[src/salc_pkg.sv]
// Package for the set-associative LRU cache timing model.
// Types, constants and a helper function shared by the front, back and top modules; no dependencies.
package salc_pkg;

   localparam int NumSetsDef    = 64;
   localparam int WaysDef       = 8;
   localparam int OffsetBitsDef = 6;
   localparam int AddrBitsDef   = 48;

   localparam int CycW  = 48;
   localparam int LatW  = 16;
   localparam int CntW  = 32;
   localparam int WayOutW = 3;
   localparam int CsrIdxW = 1;

   localparam logic [CsrIdxW-1:0] CSR_HIT_LATENCY  = 1'b0;
   localparam logic [CsrIdxW-1:0] CSR_MISS_PENALTY = 1'b1;

   localparam logic [LatW-1:0] HitLatencyRst  = 16'd1;
   localparam logic [LatW-1:0] MissPenaltyRst = 16'd100;

   localparam logic KIND_ACCESS = 1'b0;
   localparam logic KIND_PROBE  = 1'b1;

   // Saturating add of two CycW-bit time values; an overflow clamps to all ones.
   function automatic logic [CycW-1:0] sat_add(input logic [CycW-1:0] a,
                                               input logic [CycW-1:0] b);
      logic [CycW:0] s;
      s = {1'b0, a} + {1'b0, b};
      return s[CycW] ? {CycW{1'b1}} : s[CycW-1:0];
   endfunction

   typedef struct packed {
      logic            kind;
      logic            is_prefetch;
      logic [CycW-1:0] lat_done;
      logic [CycW-1:0] miss_done;
   } salc_cmd_type;

endpackage

[src/salc_front.sv]
// Front end: accepts requests, splits the address, adds the latencies.
// Depends on salc_pkg.
module salc_front #(
   parameter int SET_COUNT   = salc_pkg::NumSetsDef,
   parameter int OFFSET_BITS = salc_pkg::OffsetBitsDef,
   parameter int ADDR_BITS   = salc_pkg::AddrBitsDef,
   parameter int SET_W       = (SET_COUNT > 1) ? $clog2(SET_COUNT) : 1,
   parameter int TAG_W       = 36
) (
   input  logic                        clock,
   input  logic                        reset,
   input  logic                        req_valid,
   output logic                        req_ready,
   input  logic                        req_kind,
   input  logic [salc_pkg::CycW-1:0]   req_now_cycle,
   input  logic [salc_pkg::CycW-1:0]   req_address,
   input  logic                        req_is_prefetch,
   input  logic [salc_pkg::LatW-1:0]   hit_latency,
   input  logic [salc_pkg::LatW-1:0]   miss_penalty,
   output logic                        q_valid,
   input  logic                        q_ready,
   output salc_pkg::salc_cmd_type      q_cmd,
   output logic [SET_W-1:0]            q_set,
   output logic [TAG_W-1:0]            q_tag
);
   import salc_pkg::*;

   localparam int IB = (SET_COUNT > 1) ? $clog2(SET_COUNT) : 0;
   localparam int AW = (ADDR_BITS < CycW) ? ADDR_BITS : CycW;

   logic                valid_ff, valid_in;
   salc_cmd_type        cmd_ff, cmd_in;
   logic [SET_W-1:0]    set_ff, set_in;
   logic [TAG_W-1:0]    tag_ff, tag_in;
   logic [CycW-1:0]     addr_c, blk_c;
   logic [SET_W:0]      raw_set;

   assign req_ready = !valid_ff || q_ready;

   always_comb begin
      addr_c = '0;
      addr_c[AW-1:0] = req_address[AW-1:0];
      blk_c  = addr_c >> OFFSET_BITS;
      raw_set = '0;
      if (IB > 0) raw_set[SET_W-1:0] = blk_c[SET_W-1:0];
      if (raw_set >= (SET_W+1)'(SET_COUNT)) raw_set = raw_set - (SET_W+1)'(SET_COUNT);
      set_in = raw_set[SET_W-1:0];
      tag_in = TAG_W'(blk_c >> IB);
      cmd_in.kind        = req_kind;
      cmd_in.is_prefetch = req_is_prefetch;
      cmd_in.lat_done    = sat_add(req_now_cycle, CycW'(hit_latency));
      cmd_in.miss_done   = sat_add(cmd_in.lat_done, CycW'(miss_penalty));
      valid_in = valid_ff;
      if (req_valid && req_ready) valid_in = 1'b1;
      else if (q_ready) valid_in = 1'b0;
   end

   always_ff @(posedge clock) begin
      if (reset) valid_ff <= 1'b0;
      else valid_ff <= valid_in;
      if (req_valid && req_ready) begin
         cmd_ff <= cmd_in;
         set_ff <= set_in;
         tag_ff <= tag_in;
      end
   end

   assign q_valid = valid_ff;
   assign q_cmd   = cmd_ff;
   assign q_set   = set_ff;
   assign q_tag   = tag_ff;

`ifndef NO_ASSERTIONS
   a_hold: assert property (@(posedge clock) disable iff (reset)
      valid_ff && !q_ready |=> valid_ff && $stable(set_ff) && $stable(tag_ff))
      else $error("front entry lost while stalled");
   a_sat: assert property (@(posedge clock) disable iff (reset)
      valid_ff |-> cmd_ff.miss_done >= cmd_ff.lat_done)
      else $error("miss time below hit time");
   a_ready: assert property (@(posedge clock) disable iff (reset)
      !valid_ff |-> req_ready)
      else $error("empty front stalls");
`endif
endmodule

[config.mk]
export PLATFORM = sky130hd
export DESIGN_NAME = salc_front
export DESIGN_NICKNAME = d
export VERILOG_FILES = /design/src/salc_pkg.sv /design/src/salc_front.sv
export SDC_FILE = /design/constraint.sdc
export NUM_CORES = 1
export LEC_CHECK = 0
export BUFFER_PORTS_ARGS = -buffer_cell sky130_fd_sc_hd__buf_2
export CAP_MARGIN = 5
export CORE_AREA = 2 2 186 115
export DETAILED_ROUTE_END_ITERATION = 12
export DIE_AREA = 0 0 188 117
export PLACE_DENSITY = 0.68
export SLEW_MARGIN = 5
export SYNTH_ARGS = -nofsm -noshare
export SYNTH_HDL_FRONTEND = slang
export SYNTH_SLANG_ARGS = --single-unit
[constraint.sdc]
create_clock -name clock -period 6.4 [get_ports clock]
set_input_delay 0.32 -clock clock [delete_from_list [all_inputs] [get_ports clock]]
set_output_delay 0.32 -clock clock [all_outputs]
set_load 0.02 [all_outputs]
==> reports/metrics.csv <==
stage;metric;value;unit
status;run_status;finished clean;
synth;synth-main-ff-cell;sky130_fd_sc_hd__edfxtp_1;
sta;timing.slew.headroom;0.345;
detailed_routing;initial_drc_count;672;
clocking;cts.htree.levels;4;
critical_path;critical_path.endpoint_type;register;
worst_hold_path;hold_path.class;in2reg;
clocking;clk_transition_reported_paths;0.07;ns
sta;setup_slack;0.687;ns
sta;fin_crit_sh;0.893;
floorplanning;dieWidth;188;µm
worst_hold_path;min_delay_path_depth;2;
synth;post_synth_inst_count;729;
global_routing;globalRoute.busiestLayer;met1;
finish;design.final.nets;1180;
clocking;clock-root-buffer;sky130_fd_sc_hd__clkbuf_16;
sta;finalHoldViolCount;0;
place;buffer_ports.inserted;269;
detailed_routing;vias_per_cell;5.28;
detailed_routing;total_drc_errors_in_the_routed_layout;0;
clocking;cts_hold_buf;0;
place;hpwlAfterDp;19100;µm
pwr;irDropWorstVdd;0.120;mV
clocking;tritoncts_clock_tree;done;
place;pre_cts_ws;0.365;ns
floorplanning;placeableCoreArea;20500;µm²
finish;stdcell_area;10300;µm²
sta;fmax;175;MHz
synth;syn_area;8020;µm²
detailed_routing;wirelength;24000;µm
synth;synthesis.nets;897;
synth;synth_edf_count;140;
clocking;cts_inserted_buffers;17;
detailed_routing;wl_per_cell;18.4;µm
global_routing;grt_first_pass_wirelength;35800;µm
finish;layout-drive-gt1-share;0.340;
finish;utilization;0.504;
run;max_cap_violations;0;
synth;synth.yosys.seq_area_share;0.527;
place;gp_routability_congestion;0.931;
synth;synth.distinct_cells;73;
clocking;worst_skew_pair.late_latency;0.43;ns
floorplanning;floorplan.initialDensity;0.392;
pwr;p_leak;4.25;nW
clocking;clk_buf_depth;2;
global_routing;globalRouteOverflowTotal;0;
floorplanning;die_area;22000;µm²
sta;fin_skew;0.00553;ns
place;detailed_place.area;9730;µm²
synth;synth_top_cell_by_area;sky130_fd_sc_hd__edfxtp_1;
clocking;cts-resized-gates;0;
finish;areaGrowthSynthToFinish;28.7;%
global_routing;grt_max_degree;77;
critical_path;critPathArrivalTime;5.98;ns
detailed_routing;antenna_left;0;
synth;fraction_of_post_synthesis_cell_area_in_the_top_cell_type_by_area;0.525;
synth;ys_warn_count;0;
floorplanning;die_y_extent;117;µm
critical_path;cp_data_required_time;6.67;ns
global_routing;use_met1;0.324;
sta;min_period;5.71;ns
global_routing;met3_usage;0.0641;
critical_path;cp_max_fo;10;
sta;maxSlewViolCount;0;
global_routing;grt_usage;0.215;
critical_path;cp-start-kind;primary input;
synth;synth.avg_cell_area;11.0;µm²
synth;postSynthRegisterBits;141;
clocking;clock-sinks;141;
sta;timing.final.setup_violations;0;
detailed_routing;drt_first_pass_iters;5;
pwr;p_per_area;274;nW/µm²
global_routing;grt_use_met2;0.301;
sta;timing.setup.tns;0;ns
floorplanning;io_pins;276;
global_routing;first_global_vias;6259;
critical_path;r2r.worst_path.cells;3;
synth;async_reset_ff_frac;0;
global_routing;antenna_found_initial;6;
sta;timing_worst_slew_pin_value;0.982;ns
detailed_routing;num_vias;6910;
sta;grt_setup_unrepaired;false;
critical_path;path_class;in2reg;
floorplanning;fp_rows;41;
synth;synthTopCellsByArea;sky130_fd_sc_hd__edfxtp_1 (52%), sky130_fd_sc_hd__nand2_1 (5.2%), sky130_fd_sc_hd__ha_1 (5.0%);
pwr;power.total;2.83;mW
clocking;postCtsSetupBuffers;0;
-- logic make-up (layout without fill, tap and decap cells) --
group	count (synthesis)	after routing	share of synthesized area
adder cells (fa/ha/maj)	34	34	0.0549
other	0	4	0
AO/OA/AOI/OAI	152	152	0.133
multiplexers	7	7	0.00921
XOR/XNOR	67	67	0.0732
flip-flops	141	141	0.527
buffers and inverters	38	334	0.0203
AND/OR/NAND/NOR	290	290	0.182
-- synth_stat cells, types with 3 or more instances --
master                      number
sky130_fd_sc_hd__nor2_1         41
sky130_fd_sc_hd__nand4_1        24
sky130_fd_sc_hd__o21ai_1         8
sky130_fd_sc_hd__nor2b_1         4
sky130_fd_sc_hd__buf_4           3
sky130_fd_sc_hd__xnor2_1        45
sky130_fd_sc_hd__o211ai_1        5
sky130_fd_sc_hd__a21oi_1        45
sky130_fd_sc_hd__a2111oi_0       8
sky130_fd_sc_hd__inv_1          19
sky130_fd_sc_hd__clkbuf_1        8
sky130_fd_sc_hd__nor3_1         19
sky130_fd_sc_hd__edfxtp_1      140
sky130_fd_sc_hd__mux2i_1         4
sky130_fd_sc_hd__nand2_1       112
sky130_fd_sc_hd__and3_1         11
sky130_fd_sc_hd__and2_1          9
sky130_fd_sc_hd__buf_2           7
sky130_fd_sc_hd__a211oi_1       13
sky130_fd_sc_hd__nor4_1          6
sky130_fd_sc_hd__a2111oi_2       4
sky130_fd_sc_hd__or2_2           7
sky130_fd_sc_hd__and4_1          3
sky130_fd_sc_hd__o21ai_0        25
sky130_fd_sc_hd__nand2b_1        8
sky130_fd_sc_hd__a31oi_1         8
sky130_fd_sc_hd__xor2_1         22
sky130_fd_sc_hd__ha_1           32
sky130_fd_sc_hd__a21o_1          6
sky130_fd_sc_hd__nand3_1        28
-- area by class of cell --
| class | instances | area [µm²] |
|---|---|---|
| Inverter | 19 | 71.3 |
| Fill cell | 1911 | 10200 |
| Clock buffer | 17 | 425 |
| Timing Repair Buffer | 283 | 1450 |
| Multi-Input combinational cell | 550 | 3630 |
| Antenna cell | 4 | 10.0 |
| Clock inverter | 15 | 150 |
| Tap cell | 279 | 349 |
| Sequential cell | 141 | 4220 |
-- metal layers --
layer / up-vias / share of wire / wire length (µm)
met1: 3241 / 0.49 / 11900
met3: 22 / 0.096 / 2300
met2: 313 / 0.40 / 9620
met4: 4 / 0.0091 / 218
li1: 3330 / - / -
met5: - / 0.0012 / 30
-- state kept, by name (all words and copies together), names as in the netlist --
| signal | cells |
|---|---|
| q_cmd | 98 |
| q_set | 6 |
| q_valid | 1 |
| q_tag | 36 |
-- power breakdown --
part           total [mW]  switching, mW  internal, mW
clock               0.960          0.442         0.517
sequential           1.16         0.0211          1.14
combinational       0.711          0.456         0.255
total                2.83          0.920          1.91
-- cells in the final DEF, fill, tap and decap left out, types with 4 or more instances in the layout --
cell                        count
sky130_fd_sc_hd__a211oi_1      13
sky130_fd_sc_hd__ha_1          32
sky130_fd_sc_hd__and3_1        11
sky130_fd_sc_hd__nand2_1      112
sky130_fd_sc_hd__a21o_1         6
sky130_fd_sc_hd__nand4_1       24
sky130_fd_sc_hd__a2111oi_2      4
sky130_fd_sc_hd__mux2i_1        4
sky130_fd_sc_hd__and2_1         8
sky130_fd_sc_hd__clkbuf_16     17
sky130_fd_sc_hd__nor2_1        41
sky130_fd_sc_hd__nor4_1         6
sky130_fd_sc_hd__nand2b_1       8
sky130_fd_sc_hd__buf_4         14
sky130_fd_sc_hd__nand3_1       28
sky130_fd_sc_hd__buf_2        269
sky130_fd_sc_hd__o21ai_0       25
sky130_fd_sc_hd__o21ai_1        8
sky130_fd_sc_hd__a21oi_1       45
sky130_fd_sc_hd__o211ai_1       5
sky130_fd_sc_hd__or2_2          7
sky130_fd_sc_hd__inv_6          4
sky130_fd_sc_hd__xor2_1        22
sky130_fd_sc_hd__inv_1         19
sky130_fd_sc_hd__nor3_1        19
sky130_fd_sc_hd__xnor2_1       45
sky130_fd_sc_hd__diode_2        4
sky130_fd_sc_hd__a2111oi_0      6
sky130_fd_sc_hd__nor2b_1        4
sky130_fd_sc_hd__a31oi_1        8
sky130_fd_sc_hd__inv_8          4
sky130_fd_sc_hd__edfxtp_1     140
-- critical path, cell delays in order --
cell and delay (ns):
sky130_fd_sc_hd__buf_2 0.10, sky130_fd_sc_hd__ha_1 0.39, sky130_fd_sc_hd__a21oi_1 0.17, sky130_fd_sc_hd__a2111oi_0 0.59, sky130_fd_sc_hd__a221oi_2 0.17, sky130_fd_sc_hd__or3_2 0.53
sky130_fd_sc_hd__nand2b_1 0.21, sky130_fd_sc_hd__ha_1 0.20, sky130_fd_sc_hd__inv_1 0.06, sky130_fd_sc_hd__fa_1 0.40, sky130_fd_sc_hd__nand2b_1 0.20, sky130_fd_sc_hd__a21oi_1 0.17
sky130_fd_sc_hd__a211oi_1 0.11, sky130_fd_sc_hd__a221o_1 0.39, sky130_fd_sc_hd__or2_2 0.31, sky130_fd_sc_hd__a31oi_1 0.22, sky130_fd_sc_hd__nand2_1 0.33, sky130_fd_sc_hd__a2111oi_0 0.80
sky130_fd_sc_hd__o21ai_0 0.16, sky130_fd_sc_hd__o21ai_1 0.13
-- worst paths after layout --
path	start	slack, ns	endpoint
worst max-delay path	hit_latency[7]	0.69	q_cmd[45]
worst min-delay path	reset	0.05	q_valid
worst max register to register	q_valid	3.95	q_cmd[62]
worst min register to register	q_valid	0.53	q_valid
-- per-stage QoR --
step | hold WS, ns | instances
global placement | 0.474 | 1272
detailed placement | 0.487 | 1272
floorplan | 0.389 | 729
finish | 0.0480 | 1308
global route | 0.0469 | 1305
CTS | 0.0439 | 1304
Note: power is estimated with default switching activity, not from simulation.
